`src/sv/rlp_pkg.sv`:
```
// rlp_pkg: shared types and constants for the run-length packer
// no dependencies; used by every module of the packer
`default_nettype none

package rlp_pkg;

  localparam int unsigned PixW         = 8;
  localparam int unsigned HdrW         = 8;
  localparam int unsigned ColW         = 16;
  localparam int unsigned MaxRunDef    = 128;
  localparam int unsigned QueueDepthDef = 4;

  localparam logic HdrFlag = 1'b1;  // top bit of every run packet header

  // one classified pixel: one or two packets to send
  typedef struct packed {
    logic            two;
    logic [HdrW-1:0] hdr0;
    logic [PixW-1:0] val0;
    logic [HdrW-1:0] hdr1;
    logic [PixW-1:0] val1;
  } cmd_t;

endpackage

`default_nettype wire

```
`src/sv/rlp_front.sv`:
```
// rlp_front: run tracking and packet classification, one pixel per beat
// depends on rlp_pkg
`default_nettype none

module rlp_front import rlp_pkg::*; #(
  parameter int unsigned MaxRun = MaxRunDef
) (
  input  logic            clk_i,
  input  logic            rst_ni,
  input  logic            cfg_we_i,
  input  logic [ColW-1:0] cfg_wdata_i,
  input  logic            in_valid_i,
  output logic            in_stall_o,
  input  logic [PixW-1:0] pixel_i,
  input  logic            q_full_i,
  output logic            push_o,
  output cmd_t            cmd_o
);

  localparam int unsigned LenW = $clog2(MaxRun + 1);

  logic [ColW-1:0] row_width_q;
  logic [PixW-1:0] run_val_q, run_val_d;
  logic [LenW-1:0] run_len_q, run_len_d, new_len;
  logic [ColW-1:0] col_q, col_d;
  logic [PixW-1:0] new_val;
  logic [ColW:0]   next_col;
  logic            accept, close_run, row_end;
  logic [HdrW-1:0] close_hdr, end_hdr;

  assign in_stall_o = q_full_i;
  assign accept     = in_valid_i && !q_full_i;

  always_comb begin
    close_run = 1'b0;
    new_val   = pixel_i;
    new_len   = LenW'(1);
    if (run_len_q != '0) begin
      if (pixel_i != run_val_q || run_len_q >= LenW'(MaxRun)) begin
        close_run = 1'b1;
      end else begin
        new_val = run_val_q;
        new_len = run_len_q + LenW'(1);
      end
    end
    next_col  = {1'b0, col_q} + (ColW+1)'(1);
    row_end   = next_col >= {1'b0, row_width_q};
    close_hdr = {HdrFlag, 7'(run_len_q - LenW'(1))};
    end_hdr   = {HdrFlag, 7'(new_len - LenW'(1))};

    run_val_d = new_val;
    run_len_d = row_end ? '0 : new_len;
    col_d     = row_end ? '0 : next_col[ColW-1:0];

    cmd_o.two  = close_run && row_end;
    cmd_o.hdr0 = close_run ? close_hdr : end_hdr;
    cmd_o.val0 = close_run ? run_val_q : new_val;
    cmd_o.hdr1 = end_hdr;
    cmd_o.val1 = new_val;
  end

  assign push_o = accept && (close_run || row_end);

  always_ff @(posedge clk_i or negedge rst_ni) begin
    if (!rst_ni) begin
      row_width_q <= ColW'(1);
      run_val_q   <= '0;
      run_len_q   <= '0;
      col_q       <= '0;
    end else begin
      if (cfg_we_i) begin
        row_width_q <= cfg_wdata_i;
      end
      if (accept) begin
        run_val_q <= run_val_d;
        run_len_q <= run_len_d;
        col_q     <= col_d;
      end
    end
  end

`ifndef NO_ASSERTIONS
  // a nonzero column means the row holds an open run
  assert property (@(posedge clk_i) disable iff (!rst_ni)
    (col_q != '0) |-> (run_len_q != '0))
    else $error("column advanced without an open run");

  assert property (@(posedge clk_i) disable iff (!rst_ni)
    run_len_q <= LenW'(MaxRun))
    else $error("run length beyond limit");
`endif

endmodule

`default_nettype wire

```
`src/sv/rlp_queue.sv`:
```
// rlp_queue: small register queue of classified pixels between front and back
// depends on rlp_pkg
`default_nettype none

module rlp_queue import rlp_pkg::*; #(
  parameter int unsigned Depth = QueueDepthDef
) (
  input  logic clk_i,
  input  logic rst_ni,
  input  logic push_i,
  input  cmd_t push_data_i,
  input  logic pop_i,
  output cmd_t pop_data_o,
  output logic full_o,
  output logic empty_o
);

  localparam int unsigned PtrW = (Depth > 1) ? $clog2(Depth) : 1;
  localparam int unsigned CntW = $clog2(Depth + 1);

  cmd_t            entry_q [Depth];
  logic [PtrW-1:0] wr_ptr_q, rd_ptr_q;
  logic [CntW-1:0] count_q;
  logic            do_push, do_pop;

  assign full_o     = count_q == CntW'(Depth);
  assign empty_o    = count_q == '0;
  assign do_push    = push_i && !full_o;
  assign do_pop     = pop_i && !empty_o;
  assign pop_data_o = entry_q[rd_ptr_q];

  always_ff @(posedge clk_i) begin
    if (do_push) begin
      entry_q[wr_ptr_q] <= push_data_i;
    end
  end

  always_ff @(posedge clk_i or negedge rst_ni) begin
    if (!rst_ni) begin
      wr_ptr_q <= '0;
      rd_ptr_q <= '0;
      count_q  <= '0;
    end else begin
      if (do_push) begin
        wr_ptr_q <= (wr_ptr_q == PtrW'(Depth - 1)) ? '0 : wr_ptr_q + PtrW'(1);
      end
      if (do_pop) begin
        rd_ptr_q <= (rd_ptr_q == PtrW'(Depth - 1)) ? '0 : rd_ptr_q + PtrW'(1);
      end
      if (do_push && !do_pop) begin
        count_q <= count_q + CntW'(1);
      end else if (do_pop && !do_push) begin
        count_q <= count_q - CntW'(1);
      end
    end
  end

`ifndef NO_ASSERTIONS
  assert property (@(posedge clk_i) disable iff (!rst_ni)
    !(push_i && full_o))
    else $error("push into full queue");

  assert property (@(posedge clk_i) disable iff (!rst_ni)
    count_q <= CntW'(Depth))
    else $error("queue count overflow");
`endif

endmodule

`default_nettype wire

```
`src/sv/rlp_back.sv`:
```
// rlp_back: splits classified pixels into packet beats behind an output register
// depends on rlp_pkg
`default_nettype none

module rlp_back import rlp_pkg::*; (
  input  logic            clk_i,
  input  logic            rst_ni,
  input  logic            q_empty_i,
  input  cmd_t            q_data_i,
  output logic            pop_o,
  output logic            out_valid_o,
  input  logic            out_stall_i,
  output logic [HdrW-1:0] packet_header_o,
  output logic [PixW-1:0] value_o,
  output logic            last_o
);

  logic            out_valid_q, last_q, pend_q;
  logic [HdrW-1:0] hdr_q, pend_hdr_q;
  logic [PixW-1:0] val_q, pend_val_q;
  logic            advance;

  assign advance = !out_valid_q || !out_stall_i;
  assign pop_o   = advance && !pend_q && !q_empty_i;

  always_ff @(posedge clk_i or negedge rst_ni) begin
    if (!rst_ni) begin
      out_valid_q <= 1'b0;
      pend_q      <= 1'b0;
      last_q      <= 1'b0;
      hdr_q       <= '0;
      val_q       <= '0;
      pend_hdr_q  <= '0;
      pend_val_q  <= '0;
    end else if (advance) begin
      if (pend_q) begin
        out_valid_q <= 1'b1;
        hdr_q       <= pend_hdr_q;
        val_q       <= pend_val_q;
        last_q      <= 1'b1;
        pend_q      <= 1'b0;
      end else if (!q_empty_i) begin
        out_valid_q <= 1'b1;
        hdr_q       <= q_data_i.hdr0;
        val_q       <= q_data_i.val0;
        last_q      <= !q_data_i.two;
        pend_q      <= q_data_i.two;
        pend_hdr_q  <= q_data_i.hdr1;
        pend_val_q  <= q_data_i.val1;
      end else begin
        out_valid_q <= 1'b0;
      end
    end
  end

  assign out_valid_o     = out_valid_q;
  assign packet_header_o = hdr_q;
  assign value_o         = val_q;
  assign last_o          = last_q;

`ifndef NO_ASSERTIONS
  // a held second packet always sits behind a first one still on the port
  assert property (@(posedge clk_i) disable iff (!rst_ni)
    pend_q |-> (out_valid_q && !last_q))
    else $error("second packet pending without first");
`endif

endmodule

`default_nettype wire

```
`src/sv/grayscale_run_length_packer.sv`:
```
// a pixel that gives packets is pushed into the queue as it is accepted; the back then pops it
//   and loads its first packet beat into the output register, from which it is offered on the port
// throughput: one pixel per cycle while the output takes one beat per cycle; a pixel that
//   gives two packets holds the output register for two beats; input stalls only on a full queue
// reset: asynchronous, active low; drops any open run, clears the queue, row width = 1
// top level of the run-length packer; depends on rlp_pkg, rlp_front, rlp_queue, rlp_back
`default_nettype none

module grayscale_run_length_packer import rlp_pkg::*; #(
  parameter int unsigned MaxRun     = MaxRunDef,     // 2 .. 128
  parameter int unsigned QueueDepth = QueueDepthDef  // entries between front and back
) (
  input  logic            clk_i,
  input  logic            rst_ni,
  // row width register
  input  logic            cfg_we_i,
  input  logic [ColW-1:0] cfg_wdata_i,
  // pixel beats
  input  logic            in_valid_i,
  output logic            in_stall_o,
  input  logic [PixW-1:0] pixel_i,
  // packet beats
  output logic            out_valid_o,
  input  logic            out_stall_i,
  output logic [HdrW-1:0] packet_header_o,
  output logic [PixW-1:0] value_o,
  output logic            last_o
);

  // front to queue
  logic push;
  cmd_t push_cmd;
  // queue to back
  logic pop, q_full, q_empty;
  cmd_t head_cmd;

  // front: holds row width, open run and column; classifies each pixel
  // into zero, one or two packets and pushes the nonempty ones
  rlp_front #(
    .MaxRun(MaxRun)
  ) u_front (
    .clk_i      (clk_i),
    .rst_ni     (rst_ni),
    .cfg_we_i   (cfg_we_i),
    .cfg_wdata_i(cfg_wdata_i),
    .in_valid_i (in_valid_i),
    .in_stall_o (in_stall_o),
    .pixel_i    (pixel_i),
    .q_full_i   (q_full),
    .push_o     (push),
    .cmd_o      (push_cmd)
  );

  // decoupling queue so a stalled output does not freeze pixel intake at once
  rlp_queue #(
    .Depth(QueueDepth)
  ) u_queue (
    .clk_i      (clk_i),
    .rst_ni     (rst_ni),
    .push_i     (push),
    .push_data_i(push_cmd),
    .pop_i      (pop),
    .pop_data_o (head_cmd),
    .full_o     (q_full),
    .empty_o    (q_empty)
  );

  // back: output register plus a slot for the second packet of a pixel
  rlp_back u_back (
    .clk_i          (clk_i),
    .rst_ni         (rst_ni),
    .q_empty_i      (q_empty),
    .q_data_i       (head_cmd),
    .pop_o          (pop),
    .out_valid_o    (out_valid_o),
    .out_stall_i    (out_stall_i),
    .packet_header_o(packet_header_o),
    .value_o        (value_o),
    .last_o         (last_o)
  );

endmodule

`default_nettype wire

```
`config.mk`:
```
export PLATFORM = sky130hd
export DESIGN_NAME = grayscale_run_length_packer
export DESIGN_NICKNAME = d
export VERILOG_FILES = /design/src/sv/rlp_pkg.sv /design/src/sv/rlp_front.sv /design/src/sv/rlp_queue.sv /design/src/sv/rlp_back.sv /design/src/sv/grayscale_run_length_packer.sv
export SDC_FILE = /design/constraint.sdc
export NUM_CORES = 1
export LEC_CHECK = 0
export BUFFER_PORTS_ARGS = -buffer_cell sky130_fd_sc_hd__clkbuf_2
export CORE_MARGIN = 2
export CORE_UTILIZATION = 42
export CTS_BUF_LIST = sky130_fd_sc_hd__clkbuf_16
export DETAILED_ROUTE_END_ITERATION = 8
export SYNTH_ARGS = -nofsm -noshare
export SYNTH_HDL_FRONTEND = slang
export SYNTH_SLANG_ARGS = --single-unit
export TNS_END_PERCENT = 5
```
`constraint.sdc`:
```
create_clock -name clk_i -period 4.5 [get_ports clk_i]
set_clock_uncertainty 0.05 [all_clocks]
set_input_delay 0.9 -clock clk_i [delete_from_list [all_inputs] [get_ports clk_i]]
set_output_delay 0.9 -clock clk_i [all_outputs]
set_load 0.01 [all_outputs]
```
==> results.ini <==
[synth]
synth_edf_count = 124
synthDistinctLibCells = 68
synthFlopType = edfxtp_1
yosys-top-cells-count = edfxtp_1, dfrtp_1, nand2_1
synth_area_leaders = edfxtp_1, dfrtp_1, mux4_2
yosysSeqAreaShare = 0.6138
netlist_instances = 695
synth_top_area_cell = edfxtp_1
yosys_warnings = 0
syn_nets = 752
async_reset_ff_frac = 0.4206
syn_area_um2 = 9738
synth_most_common_cell = edfxtp_1
ys_ff_latch = 214
synth_area_per_cell_um2 = 14.01
synth_top_area_share = 0.3824

[finish]
syn_to_final_growth_pct = 12.18
drive_above_1_share = 0.2269
layout.nets = 797
nFillCells = 2020
finish.utilization = 0.4810
antenna_cells = 0

[placed_design]
hpwlAfterDp_um = 12190
place_congestion = 0.8056
numPortBuffers = 47
dp_slack_ps = 387.0

[detailed_routing]
drt_wl_total_um = 18940
dr.pass1.iters = 4
drtIter0Drc = 295
dr_wl_met3_um = 905
wl_met1_um = 8294
antenna_left = 0
via_per_inst = 5.348
wl_per_cell_um = 18.16
top_layer_used = met4
vias = 5578
route.detailed.drc = 0
met2_length_um = 9339

[cts]
hold_buffers = 0
cts_max_level = 1
tritoncts = yes
insertion_delay_ps = 510
clk_path_buf_depth = 3
clkTransAtPathRegs_ps = 60
root_buffer = clkbuf_16
cts_resized = 0
cts-buffers-inserted = 24
post_cts_buffers = 0
cts_num_sinks = 214

[global_routing]
grt_first_pass_wirelength_um = 30860
grt_antenna_before_repair = 0
grt_usage = 0.1615
grt_pass1_vias = 5768
grt_max_degree = 60
grt_overflow = 0

[setup_path]
path_class = register to register
crit_path_start_kind = register
crit_path_end_kind = register
crit_path_max_fanout = 7
cp.required_ps = 4870
worstPathArrival_ps = 4480

[power_and_ir_drop]
powerDensity_nw_per_um2 = 586.7
leakagePower_nw = 4.467
worst_ir_drop_vdd_mv = 0.2951
power.total_mw = 6.409

[timing]
finalCritPeriodShare = 0.9126
hold_ws_ps = 402.4
setup_ws_ps = 393.4
max_slew_margin = 0.2028
setup_tns_ps = 0
fin_crit_ps = 4107
setup_viol = 0
drv_slew = 0
hold_viol_final = 0
rsz0062_at_grt = no
worstMarginPinSlew_ps = 1196
max_freq_mhz = 243.5

[floorplanning]
io_pins = 48
rows = 55
start_util = 0.4288
die_y_um = 156.3
die-area_um2 = 24420
die_w_um = 156.3
core_um2 = 22710

[hold_path]
hp-class = register to register

[run]
cap_violations = 0

[outcome]
status = finished clean

-- registers in the layout, indices dropped and copies added, names as in the netlist, 2 cells and up --
signal and flops:
u_back.value_o 8, u_queue.rd_ptr_q 2, u_front.col_q 16, u_queue.count_q 3, u_front.row_width_q 16, u_front.run_val_q 8, u_queue.entry_q 124, u_back.pend_val_q 8
u_queue.wr_ptr_q 2, u_front.run_len_q 8, u_back.pend_hdr_q 8, u_back.packet_header_o 8
-- layout make-up --
cell class	count	area (µm²)	area share
flip-flops and latches	214	5979	0.5474
multi-input cells	413	3443	0.3152
clock buffers	24	600.6	0.05498
well taps	285	356.6	0.03264
repair buffers	58	320.3	0.02932
clock inverters	20	115.1	0.01054
inverters	29	108.9	0.009964
-- metal layers --
| layer | GRT usage | up-vias |
|---|---|---|
| met5 | 0 | - |
| met4 | 0.04543 | 0 |
| met3 | 0.02354 | 27 |
| met2 | 0.2761 | 119 |
| met1 | 0.2164 | 2798 |
| li1 | - | 2634 |
-- path summary, 6_finish.rpt --
| kind | from | to | slack, ps | depth (start not counted) |
|---|---|---|---|---|
| worst max-delay path | u_front.col_q[0]$_DFFE_PN0P_ | u_queue.count_q[2]$_DFFE_PN0P_ | 390 | 18 |
| worst min register to register | u_back.pend_hdr_q[7]$_DFFE_PN0P_ | u_back.pend_hdr_q[7]$_DFFE_PN0P_ | 400 | 2 |
| max in group asynchronous | rst_ni | u_front.row_width_q[0]$_DFFE_PN1P_ | 2970 | 2 |
| worst min-delay path | u_back.pend_hdr_q[7]$_DFFE_PN0P_ | u_back.pend_hdr_q[7]$_DFFE_PN0P_ | 400 | 2 |
| min in group asynchronous | rst_ni | u_back.packet_header_o[4]$_DFFE_PN0P_ | 440 | 1 |
| worst max register to register | u_front.col_q[0]$_DFFE_PN0P_ | u_queue.count_q[2]$_DFFE_PN0P_ | 390 | 18 |
-- critical path, stage by stage (launching register included) --
cell and delay [ps]:
dfrtp_1 430, ha_1 270, nand3_1 190, nor3_4 310
nand2_2 200, nor2_1 190, xor2_1 100, ha_1 300
nand3_1 100, nor3_2 140, nand2_1 100, o211a_1 270
a31oi_4 270, ha_1 240, inv_1 60, fa_1 370
xor2_1 170, nor2_1 110, xor2_1 160
-- cell usage in the layout (no fill, tap or decap), types with 3 or more instances in the layout --
cell | netlist | layout
buf_4 | 1 | 12
nor2b_1 | 5 | 4
a21o_1 | 3 | 3
dfrtp_1 | 89 | 87
nand4_2 | 3 | 3
nand3_1 | 17 | 17
clkbuf_2 | 1 | 46
edfxtp_1 | 124 | 124
nand4_1 | 3 | 3
and2_1 | 9 | 9
mux2i_1 | 16 | 16
nand2b_1 | 3 | 3
a41o_1 | 3 | 3
a21oi_1 | 10 | 10
xor2_1 | 19 | 19
mux4_2 | 31 | 31
xnor2_1 | 19 | 19
clkbuf_16 | 0 | 24
ha_1 | 27 | 27
a22o_1 | 4 | 4
and3_1 | 4 | 4
o21ai_0 | 41 | 41
nor3_1 | 8 | 8
nand2_1 | 89 | 89
o22ai_1 | 4 | 4
nor2_1 | 20 | 20
mux2_2 | 31 | 31
o31ai_1 | 4 | 4
inv_1 | 29 | 45
-- per-stage QoR --
step           std cells  area, µm²
2_1_floorplan        695       9738
3_3_place_gp         999      10210
3_5_place_dp         999      10210
4_1_cts             1043      10920
5_1_grt             1043      10920
6_report            1043      10920
-- cell families (layout without fill, tap and decap cells) --
family / count (synthesis) / in the layout / synth area share
AOI/OAI and AO/OA: 93 / 93 / 0.06463
xor gates and xnor gates: 38 / 38 / 0.03418
adders and majority gates: 28 / 28 / 0.03675
buffers and inverters: 68 / 131 / 0.03328
DFF: 214 / 214 / 0.6138
muxes: 78 / 78 / 0.1240
and+or+nand+nor: 176 / 176 / 0.09341
-- where the power goes --
group	switching (mW)	internal, mW	total (mW)
clock	0.722	1.02	1.74
sequential	0.364	2.60	2.96
combinational	0.874	0.832	1.71
(Power assumes the default switching activity.)
